## src/rtl/npm_pkg.sv

```systemverilog
// Shared types, sizes and codes for the nearest point matcher.
// Used by every module of the block; no dependencies.
package npm_pkg;

	localparam int POOL_SLOTS  = 16;
	localparam int QUEUE_SLOTS = 16;
	localparam int COORD_BITS  = 16;

	localparam int ID_W     = 16;
	localparam int POS_W    = 16;
	localparam int ACT_W    = 2;
	localparam int STAT_W   = 3;
	localparam int DIST_W   = 33;
	localparam int SQ_W     = 2 * COORD_BITS;
	localparam int DFULL_W  = SQ_W + 1;

	localparam int IDX_W    = (POOL_SLOTS > 1) ? $clog2(POOL_SLOTS) : 1;
	localparam int CNT_W    = $clog2(POOL_SLOTS + 1);
	localparam int QIDX_W   = (QUEUE_SLOTS > 1) ? $clog2(QUEUE_SLOTS) : 1;
	localparam int QCNT_W   = $clog2(QUEUE_SLOTS + 1);

	localparam logic [ACT_W-1:0] ACT_POOL  = 2'd0;
	localparam logic [ACT_W-1:0] ACT_REQ   = 2'd1;
	localparam logic [ACT_W-1:0] ACT_MATCH = 2'd2;

	localparam logic [STAT_W-1:0] ST_ADDED = 3'd0;
	localparam logic [STAT_W-1:0] ST_FULL  = 3'd1;
	localparam logic [STAT_W-1:0] ST_MATCH = 3'd2;
	localparam logic [STAT_W-1:0] ST_NODRV = 3'd3;
	localparam logic [STAT_W-1:0] ST_EMPTY = 3'd4;

	typedef struct packed {
		logic [ID_W-1:0]              id;
		logic signed [COORD_BITS-1:0] x;
		logic signed [COORD_BITS-1:0] y;
	} point_t;

	typedef struct packed {
		logic             add;
		logic             remove;
		logic [IDX_W-1:0] rm_idx;
	} pool_ctl_t;

	typedef struct packed {
		logic push;
		logic pop;
	} queue_ctl_t;

endpackage

```

## src/rtl/npm_pool.sv

```systemverilog
// Ordered point pool: append at the end, remove one entry with compaction.
// Depends on npm_pkg.
module npm_pool (
	input  logic                       clk,
	input  logic                       arst_n,
	input  npm_pkg::pool_ctl_t         ctl,
	input  npm_pkg::point_t            wr_pt,
	input  logic [npm_pkg::IDX_W-1:0]  rd_idx,
	output npm_pkg::point_t            rd_pt,
	output logic [npm_pkg::CNT_W-1:0]  count,
	output logic                       full
);
	import npm_pkg::*;

	point_t           ent_q [POOL_SLOTS];
	logic [CNT_W-1:0] cnt_q;

	assign full  = (cnt_q == CNT_W'(POOL_SLOTS));
	assign count = cnt_q;
	assign rd_pt = ent_q[rd_idx];

	always_ff @(posedge clk or negedge arst_n) begin
		if (!arst_n) begin
			cnt_q <= '0;
		end else if (ctl.add && !full) begin
			cnt_q <= cnt_q + CNT_W'(1);
		end else if (ctl.remove) begin
			cnt_q <= cnt_q - CNT_W'(1);
		end
	end

	always_ff @(posedge clk) begin
		if (ctl.add && !full) begin
			ent_q[cnt_q[IDX_W-1:0]] <= wr_pt;
		end else if (ctl.remove) begin
			for (int i = 0; i < POOL_SLOTS - 1; i++) begin
				if (CNT_W'(i) >= CNT_W'(ctl.rm_idx) && CNT_W'(i) + CNT_W'(1) < cnt_q) begin
					ent_q[i] <= ent_q[i+1];
				end
			end
		end
	end

endmodule

```

## src/rtl/npm_queue.sv

```systemverilog
// Circular request queue with head pointer and fill count.
// Depends on npm_pkg.
module npm_queue (
	input  logic                       clk,
	input  logic                       arst_n,
	input  npm_pkg::queue_ctl_t        ctl,
	input  npm_pkg::point_t            wr_pt,
	output npm_pkg::point_t            head_pt,
	output logic [npm_pkg::QCNT_W-1:0] count,
	output logic                       full
);
	import npm_pkg::*;

	localparam int SUM_W = QCNT_W + 1;

	point_t            ent_q [QUEUE_SLOTS];
	logic [QIDX_W-1:0] head_q;
	logic [QCNT_W-1:0] cnt_q;
	logic [SUM_W-1:0]  sum;
	logic [SUM_W-1:0]  tail;

	assign full    = (cnt_q == QCNT_W'(QUEUE_SLOTS));
	assign count   = cnt_q;
	assign head_pt = ent_q[head_q];
	assign sum     = SUM_W'(head_q) + SUM_W'(cnt_q);
	assign tail    = (sum >= SUM_W'(QUEUE_SLOTS)) ? sum - SUM_W'(QUEUE_SLOTS) : sum;

	always_ff @(posedge clk or negedge arst_n) begin
		if (!arst_n) begin
			head_q <= '0;
			cnt_q  <= '0;
		end else if (ctl.push && !full) begin
			cnt_q <= cnt_q + QCNT_W'(1);
		end else if (ctl.pop) begin
			cnt_q  <= cnt_q - QCNT_W'(1);
			head_q <= (head_q == QIDX_W'(QUEUE_SLOTS - 1)) ? '0 : head_q + QIDX_W'(1);
		end
	end

	always_ff @(posedge clk) begin
		if (ctl.push && !full) begin
			ent_q[tail[QIDX_W-1:0]] <= wr_pt;
		end
	end

endmodule

```

## src/rtl/npm_sqdist.sv

```systemverilog
// Shared difference-square unit: one registered square per cycle, with a
// holding register so two squares sum into a distance. Depends on npm_pkg.
module npm_sqdist (
	input  logic                               clk,
	input  logic signed [npm_pkg::COORD_BITS-1:0] a,
	input  logic signed [npm_pkg::COORD_BITS-1:0] b,
	input  logic                               hold,
	output logic [npm_pkg::DFULL_W-1:0]        sum_sq
);
	import npm_pkg::*;

	logic signed [COORD_BITS:0] diff;
	logic [COORD_BITS-1:0]      mag;
	logic [SQ_W-1:0]            prod_q;
	logic [SQ_W-1:0]            first_q;

	assign diff   = {a[COORD_BITS-1], a} - {b[COORD_BITS-1], b};
	assign mag    = diff[COORD_BITS] ? COORD_BITS'(-diff) : COORD_BITS'(diff);
	assign sum_sq = DFULL_W'(first_q) + DFULL_W'(prod_q);

	always_ff @(posedge clk) begin
		prod_q <= SQ_W'(mag) * SQ_W'(mag);
		if (hold) begin
			first_q <= prod_q;
		end
	end

endmodule

```

## src/rtl/nearest_point_matcher.sv

```systemverilog
// Nearest point matcher: top level with the request sequencer and output register.
// Depends on npm_pkg, npm_pool, npm_queue and npm_sqdist.
//
// Usage: the input channel (in_valid/in_stall) carries one request with
// action, ident, pos_x and pos_y. Action 0 appends a point to the pool,
// action 1 queues a rider request; each answers with one result (added or
// full) that has last set. Action 2 drains the queue: one result per queued
// request (matched, or no driver when the pool is empty), last set on the
// final one; with an empty queue it answers a single queue-empty result.
// Action 3 is ignored and gives no result.
// Timing: the input is taken only while the sequencer is idle. An add is
// accepted, then the output register is loaded. A match, after the accept,
// for each queued request pops the queue (LOAD), scans every pool point
// through the DX, DY and CMP steps, and then emits its result (EMIT).
// The single shared squarer, used for dx and then dy of every point, sets
// the separate DX and DY steps per point.
// The output channel (out_valid/out_stall) comes from a register; while the
// receiver stalls, the held result stays and the sequencer waits in its emit
// step. Reset empties pool and queue and drops any pending result.
module nearest_point_matcher (
	input  logic                               clk,
	input  logic                               arst_n,
	input  logic                               in_valid,
	output logic                               in_stall,
	input  logic [npm_pkg::ACT_W-1:0]          action,
	input  logic [npm_pkg::ID_W-1:0]           ident,
	input  logic signed [npm_pkg::POS_W-1:0]   pos_x,
	input  logic signed [npm_pkg::POS_W-1:0]   pos_y,
	output logic                               out_valid,
	input  logic                               out_stall,
	output logic [npm_pkg::STAT_W-1:0]         status,
	output logic [npm_pkg::ID_W-1:0]           rider_id,
	output logic [npm_pkg::ID_W-1:0]           driver_id,
	output logic [npm_pkg::DIST_W-1:0]         dist_sq,
	output logic                               last
);
	import npm_pkg::*;

	typedef enum logic [2:0] {
		S_IDLE,
		S_LOAD,
		S_DX,
		S_DY,
		S_CMP,
		S_EMIT
	} state_t;

	state_t                       state_q;
	logic                         in_acc;
	logic                         out_free;
	point_t                       in_pt;
	point_t                       pool_rd;
	point_t                       q_head;
	pool_ctl_t                    pool_ctl;
	queue_ctl_t                   q_ctl;
	logic [CNT_W-1:0]             pool_cnt;
	logic                         pool_full;
	logic [QCNT_W-1:0]            q_cnt;
	logic                         q_full;
	logic signed [COORD_BITS-1:0] op_a;
	logic signed [COORD_BITS-1:0] op_b;
	logic [DFULL_W-1:0]           cand_dsq;
	logic                         scan_end;

	logic [IDX_W-1:0]             idx_q;
	logic [IDX_W-1:0]             best_idx_q;
	logic [ID_W-1:0]              best_id_q;
	logic [DFULL_W-1:0]           best_dist_q;
	logic [ID_W-1:0]              rid_q;
	logic signed [COORD_BITS-1:0] rx_q;
	logic signed [COORD_BITS-1:0] ry_q;
	logic [STAT_W-1:0]            st_q;
	logic                         fin_q;
	logic                         rm_q;

	logic                         out_valid_q;
	logic [STAT_W-1:0]            status_q;
	logic [ID_W-1:0]              rider_id_q;
	logic [ID_W-1:0]              driver_id_q;
	logic [DIST_W-1:0]            dist_sq_q;
	logic                         last_q;

	assign in_stall = (state_q != S_IDLE);
	assign in_acc   = in_valid && !in_stall;
	assign out_free = !out_valid_q || !out_stall;

	assign in_pt.id = ident;
	assign in_pt.x  = COORD_BITS'($unsigned(pos_x));
	assign in_pt.y  = COORD_BITS'($unsigned(pos_y));

	assign pool_ctl.add    = in_acc && (action == ACT_POOL);
	assign pool_ctl.remove = (state_q == S_EMIT) && out_free && rm_q;
	assign pool_ctl.rm_idx = best_idx_q;
	assign q_ctl.push      = in_acc && (action == ACT_REQ);
	assign q_ctl.pop       = (state_q == S_LOAD);

	assign op_a     = (state_q == S_DX) ? rx_q : ry_q;
	assign op_b     = (state_q == S_DX) ? pool_rd.x : pool_rd.y;
	assign scan_end = (CNT_W'(idx_q) + CNT_W'(1) == pool_cnt);

	npm_pool u_pool (
		.clk    (clk),
		.arst_n (arst_n),
		.ctl    (pool_ctl),
		.wr_pt  (in_pt),
		.rd_idx (idx_q),
		.rd_pt  (pool_rd),
		.count  (pool_cnt),
		.full   (pool_full)
	);

	npm_queue u_queue (
		.clk     (clk),
		.arst_n  (arst_n),
		.ctl     (q_ctl),
		.wr_pt   (in_pt),
		.head_pt (q_head),
		.count   (q_cnt),
		.full    (q_full)
	);

	npm_sqdist u_sqdist (
		.clk    (clk),
		.a      (op_a),
		.b      (op_b),
		.hold   (state_q == S_DY),
		.sum_sq (cand_dsq)
	);

	always_ff @(posedge clk or negedge arst_n) begin
		if (!arst_n) begin
			state_q     <= S_IDLE;
			out_valid_q <= 1'b0;
			idx_q       <= '0;
			best_idx_q  <= '0;
			best_id_q   <= '0;
			best_dist_q <= '0;
			rid_q       <= '0;
			rx_q        <= '0;
			ry_q        <= '0;
			st_q        <= ST_ADDED;
			fin_q       <= 1'b0;
			rm_q        <= 1'b0;
			status_q    <= ST_ADDED;
			rider_id_q  <= '0;
			driver_id_q <= '0;
			dist_sq_q   <= '0;
			last_q      <= 1'b0;
		end else begin
			if (out_valid_q && !out_stall && state_q != S_EMIT) begin
				out_valid_q <= 1'b0;
			end
			unique case (state_q)
				S_IDLE: begin
					if (in_acc) begin
						rid_q       <= '0;
						best_id_q   <= '0;
						best_dist_q <= '0;
						fin_q       <= 1'b1;
						rm_q        <= 1'b0;
						unique case (action)
							ACT_POOL: begin
								st_q    <= pool_full ? ST_FULL : ST_ADDED;
								state_q <= S_EMIT;
							end
							ACT_REQ: begin
								st_q    <= q_full ? ST_FULL : ST_ADDED;
								state_q <= S_EMIT;
							end
							ACT_MATCH: begin
								st_q    <= ST_EMPTY;
								state_q <= (q_cnt == '0) ? S_EMIT : S_LOAD;
							end
							default: begin
								state_q <= S_IDLE;
							end
						endcase
					end
				end
				S_LOAD: begin
					rid_q       <= q_head.id;
					rx_q        <= q_head.x;
					ry_q        <= q_head.y;
					fin_q       <= (q_cnt == QCNT_W'(1));
					idx_q       <= '0;
					best_id_q   <= '0;
					best_dist_q <= '0;
					rm_q        <= 1'b0;
					if (pool_cnt == '0) begin
						st_q    <= ST_NODRV;
						state_q <= S_EMIT;
					end else begin
						state_q <= S_DX;
					end
				end
				S_DX: begin
					state_q <= S_DY;
				end
				S_DY: begin
					state_q <= S_CMP;
				end
				S_CMP: begin
					if (idx_q == '0 || cand_dsq < best_dist_q) begin
						best_dist_q <= cand_dsq;
						best_id_q   <= pool_rd.id;
						best_idx_q  <= idx_q;
					end
					if (scan_end) begin
						st_q    <= ST_MATCH;
						rm_q    <= 1'b1;
						state_q <= S_EMIT;
					end else begin
						idx_q   <= idx_q + IDX_W'(1);
						state_q <= S_DX;
					end
				end
				S_EMIT: begin
					if (out_free) begin
						out_valid_q <= 1'b1;
						status_q    <= st_q;
						rider_id_q  <= rid_q;
						driver_id_q <= best_id_q;
						dist_sq_q   <= DIST_W'(best_dist_q);
						last_q      <= fin_q;
						state_q     <= fin_q ? S_IDLE : S_LOAD;
					end
				end
				default: begin
					state_q <= S_IDLE;
				end
			endcase
		end
	end

	assign out_valid = out_valid_q;
	assign status    = status_q;
	assign rider_id  = rider_id_q;
	assign driver_id = driver_id_q;
	assign dist_sq   = dist_sq_q;
	assign last      = last_q;

endmodule

```

## config.mk

```make
export PLATFORM = sky130hd
export DESIGN_NAME = nearest_point_matcher
export DESIGN_NICKNAME = d
export VERILOG_FILES = /design/src/rtl/npm_pkg.sv /design/src/rtl/npm_pool.sv /design/src/rtl/npm_queue.sv /design/src/rtl/npm_sqdist.sv /design/src/rtl/nearest_point_matcher.sv
export SDC_FILE = /design/constraint.sdc
export NUM_CORES = 2
export LEC_CHECK = 0
export BUFFER_PORTS_ARGS = -buffer_cell sky130_fd_sc_hd__buf_4
export CAP_MARGIN = 10
export CORE_UTILIZATION = 55
export CTS_BUF_LIST = sky130_fd_sc_hd__clkbuf_8 sky130_fd_sc_hd__clkbuf_16
export DETAILED_ROUTE_END_ITERATION = 16
export GPL_TIMING_DRIVEN = 0
export HOLD_SLACK_MARGIN = 0.1
export PLACE_DENSITY = 0.82
export SETUP_SLACK_MARGIN = 0.02
export SYNTH_ARGS = -nofsm -noshare
export SYNTH_HDL_FRONTEND = slang
export SYNTH_SLANG_ARGS = --single-unit
```

## constraint.sdc

```tcl
create_clock -name clk -period 20.9 [get_ports clk]
set_clock_uncertainty 0.1 [all_clocks]
set_input_delay 0 -clock clk [delete_from_list [all_inputs] [get_ports clk]]
set_output_delay 0 -clock clk [all_outputs]
set_load 0.005 [all_outputs]
```

==> flow_summary.yaml <==
grt:
  grt_pass1_vias: 55981
  grt_pass1_wl_um: 376000
  grt_overflow: 0
  grtUsageTotal_pct: 32.8
  grt_max_degree: 104
  antenna_found_initial: 12
floorplanning:
  initial_utilization_pct: 55.5
  rows: 145
  core_sq_mm: 0.157
  die_y_um: 399
  io_pins: 125
  die_area_sq_mm: 0.160
  chipWidth_um: 399
critical_path:
  endpoint_kind: "flop"
  worstReg2RegStart: "idx_q[0]$_DFFE_PN0P_"
  cp-startpoint: "idx_q[0]$_DFFE_PN0P_"
  worst-setup-path-type: "reg -> reg"
  required_ns: 21.46
  cp.buffers_inverters: 8
  cp_slowest_cell: "buf_1"
  critical_path_arrival_ns: 14.32
  cp_max_fo: 10
  crit_family: "adder cells"
  rrSetupSlack_ns: 7.14
  startpoint_type: "flop"
  cp_slowest_stage_delay_ns: 0.94
  crit_top_cell: "fa_1"
clock_network:
  cts-htree-levels: 4
  clkTransAtPathRegs_ns: 0.07
  insertion_delay_ns: 0.83
  cts_buffers: 180
  clockRootBuffer: "clkbuf_16"
  clock_sinks: 1795
  cts_buffer_depth: 3
  tritoncts: "built"
drt:
  totalWireLength_um: 262000
  post_drt_via_cell_ratio: 6.75
  drc: 0
  ant_nets: 0
  drtIter0Drc: 8365
  num_vias: 55077
  drt_pre_antenna_iters: 8
  wire_per_inst_um: 32.1
synthesis:
  synth.distinct_cells: 79
  yosys_warnings: 0
  synth-seq-cells: 1795
  synth_enable_flop_cells: 1567
  yosysTopAreaCellShare_pct: 54.2
  synth-main-ff-cell: "edfxtp_1"
  yosysSeqAreaShare_pct: 60.5
  synth.most_common_cell: "edfxtp_1"
  synth_compound_area_share_pct: 4.03
  syn_avg_cell_area_sq_um: 16.0
  synthTopCellsByArea: "edfxtp_1, mux4_2, mux2_2"
  synthSimpleGateAreaFrac_pct: 3.66
  synth_nets: 5842
  synth-adder-area-share_pct: 6.56
  synth_area_sq_mm: 0.0869
  ys_top_cells_by_count: "edfxtp_1, mux2_2, mux4_2, nand2_1, inv_1"
  synth_top_family_by_area: "multiplexers"
  synthArstFlopShare_pct: 11.0
  synthMuxAreaShare_pct: 21.3
  synth_largest_area_cell: "edfxtp_1"
  synth_cells: 5431
  yosys.area_share.xor_xnor_pct: 1.11
sta:
  finalSetupViolCount: 0
  fin_ws_ns: 7.14
  hold_ws_ns: 0.116
  tightest_slew_ns: 1.35
  post-route-min-period_ns: 13.76
  setup_tns_ns: 0
  final_max_slew_viol_count: 0
  hold_viol_final: 0
  slew_headroom_pct: 10.3
  period_share_pct: 65.8
  timing.fmax_ghz: 0.0727
  rsz0062_at_grt: "no"
layout:
  fill_cells: 10467
  final_layout_size_suffix_gt1_share_pct: 27.1
  finalNetCount: 6351
  multiInputGateArea_sq_mm: 0.0321
  area.sequential_sq_mm: 0.0526
  design_area_sq_mm: 0.0993
  syn2layout_area_growth_pct: 14.3
placed_design:
  post-place-ws_ns: 7.48
  dp_hpwl_um: 162000
  routabilityCongestion: 0.925
  placed_area_sq_mm: 0.0917
  io_buffers: 124
outcome:
  status: "completed"
run:
  cap_violations: 0
min_path:
  hold_start: "ident[5]"
  hp-class: "in -> reg"
==> per-layer routing <==
metal / wire length, um / track usage (%) / part of all wire [%] / up-vias
met1: 87000 / 40.0 / 33 / 27621
met2: 122000 / 52.3 / 47 / 4557
li1: - / - / - / 21831
met3: 33900 / 9.13 / 13 / 1058
met4: 18900 / 19.9 / 7.2 / 10
met5: 78 / 0 / 0.030 / -
==> worst register-to-register path: cells and delay by family, from the launching register on <==
kind / cells / cell delay, ns
adder cells (fa/ha/maj): 8 / 3.64
flip-flops: 1 / 0.36
buffers and inverters: 8 / 2.57
multiplexers: 4 / 1.77
AND/OR/NAND/NOR: 8 / 2.00
AO/OA/AOI/OAI: 7 / 2.14
XOR/XNOR: 2 / 1.00
==> sequential cells by signal (all words and copies together), names as in the netlist, 3 cells and up <==
| signal | flops |
|---|---|
| u_queue.head_q | 4 |
| driver_id | 16 |
| status | 3 |
| best_id_q | 16 |
| dist_sq | 33 |
| u_queue.count | 5 |
| rid_q | 16 |
| u_sqdist.prod_q | 31 |
| u_sqdist.first_q | 31 |
| ry_q | 16 |
| u_pool.ent_q | 768 |
| idx_q | 4 |
| u_pool.count | 5 |
| u_queue.ent_q | 768 |
| state_q | 3 |
| best_dist_q | 33 |
| rider_id | 16 |
| best_idx_q | 4 |
| st_q | 3 |
| rx_q | 16 |
==> final cells by class <==
cell class	count	share of cell area [%]
Buffer	326	1.26
Sequential cell	1795	53.0
Multi-Input combinational cell	2997	32.3
Clock buffer	199	4.90
Clock inverter	136	1.05
Antenna cell	4	0.0101
Timing Repair Buffer	327	3.67
Tap cell	2058	2.59
Inverter	313	1.18
==> path summary, 6_finish.rpt <==
path / endpoint / cells after the start
max in group asynchronous: best_dist_q[31]$_DFFE_PN0P_ / 4
worst min register to register: u_sqdist.first_q[13]$_DFFE_PN_ / 0
min in group asynchronous: driver_id[14]$_DFFE_PN0P_ / 4
worst max-delay path: u_sqdist.prod_q[31]$_DFF_P_ / 37
worst max register to register: u_sqdist.prod_q[31]$_DFF_P_ / 37
worst min-delay path: u_queue.ent_q[14][37]$_DFFE_PP_ / 2
==> cell families after synthesis <==
logic type / after synthesis
compound gates: 513
fa+ha+maj: 357
flops: 1795
mux: 1276
xor+xnor: 104
simple gates: 747
buf+inv: 639
==> per-stage QoR <==
| stage | std cells | utilization (%) |
|---|---|---|
| 3_3_place_gp | 7613 | 57.7 |
| 2_1_floorplan | 5431 | - |
| 6_report | 8155 | 63.4 |
| 4_1_cts | 8138 | 63.3 |
| 5_1_grt | 8151 | 63.4 |
| 3_5_place_dp | 7659 | 58.5 |
==> layout by cell type (no fill, tap or decap), drive strengths merged, types with 14 or more instances in the layout <==
cell type    instances
dlygate4sd3        143
inv                363
ha                 193
a21oi               87
mux2i              151
nand3               29
a21o                44
dfxtp               31
nor2b               16
buf                264
fa                 164
edfxtp            1567
nand2b              25
nor3                26
clkbuf             445
a31oi               14
dfrtp              197
nand4               14
xor2                37
nand2              384
xnor2               67
nor2               206
clkinv              65
mux4               384
o21ai              155
o221ai              69
mux2               741
a22o                49
==> timing repair <==
item,4_1_cts,5_1_grt
hold endpoints to repair,1786,0
endpoints found under the setup margin,0,0
resized for setup,0,0
setup buffers,0,0
hold buffers,144,0
Power is not shown: default switching activity piles up to over one toggle a cycle in this logic, so the estimate is an artifact.
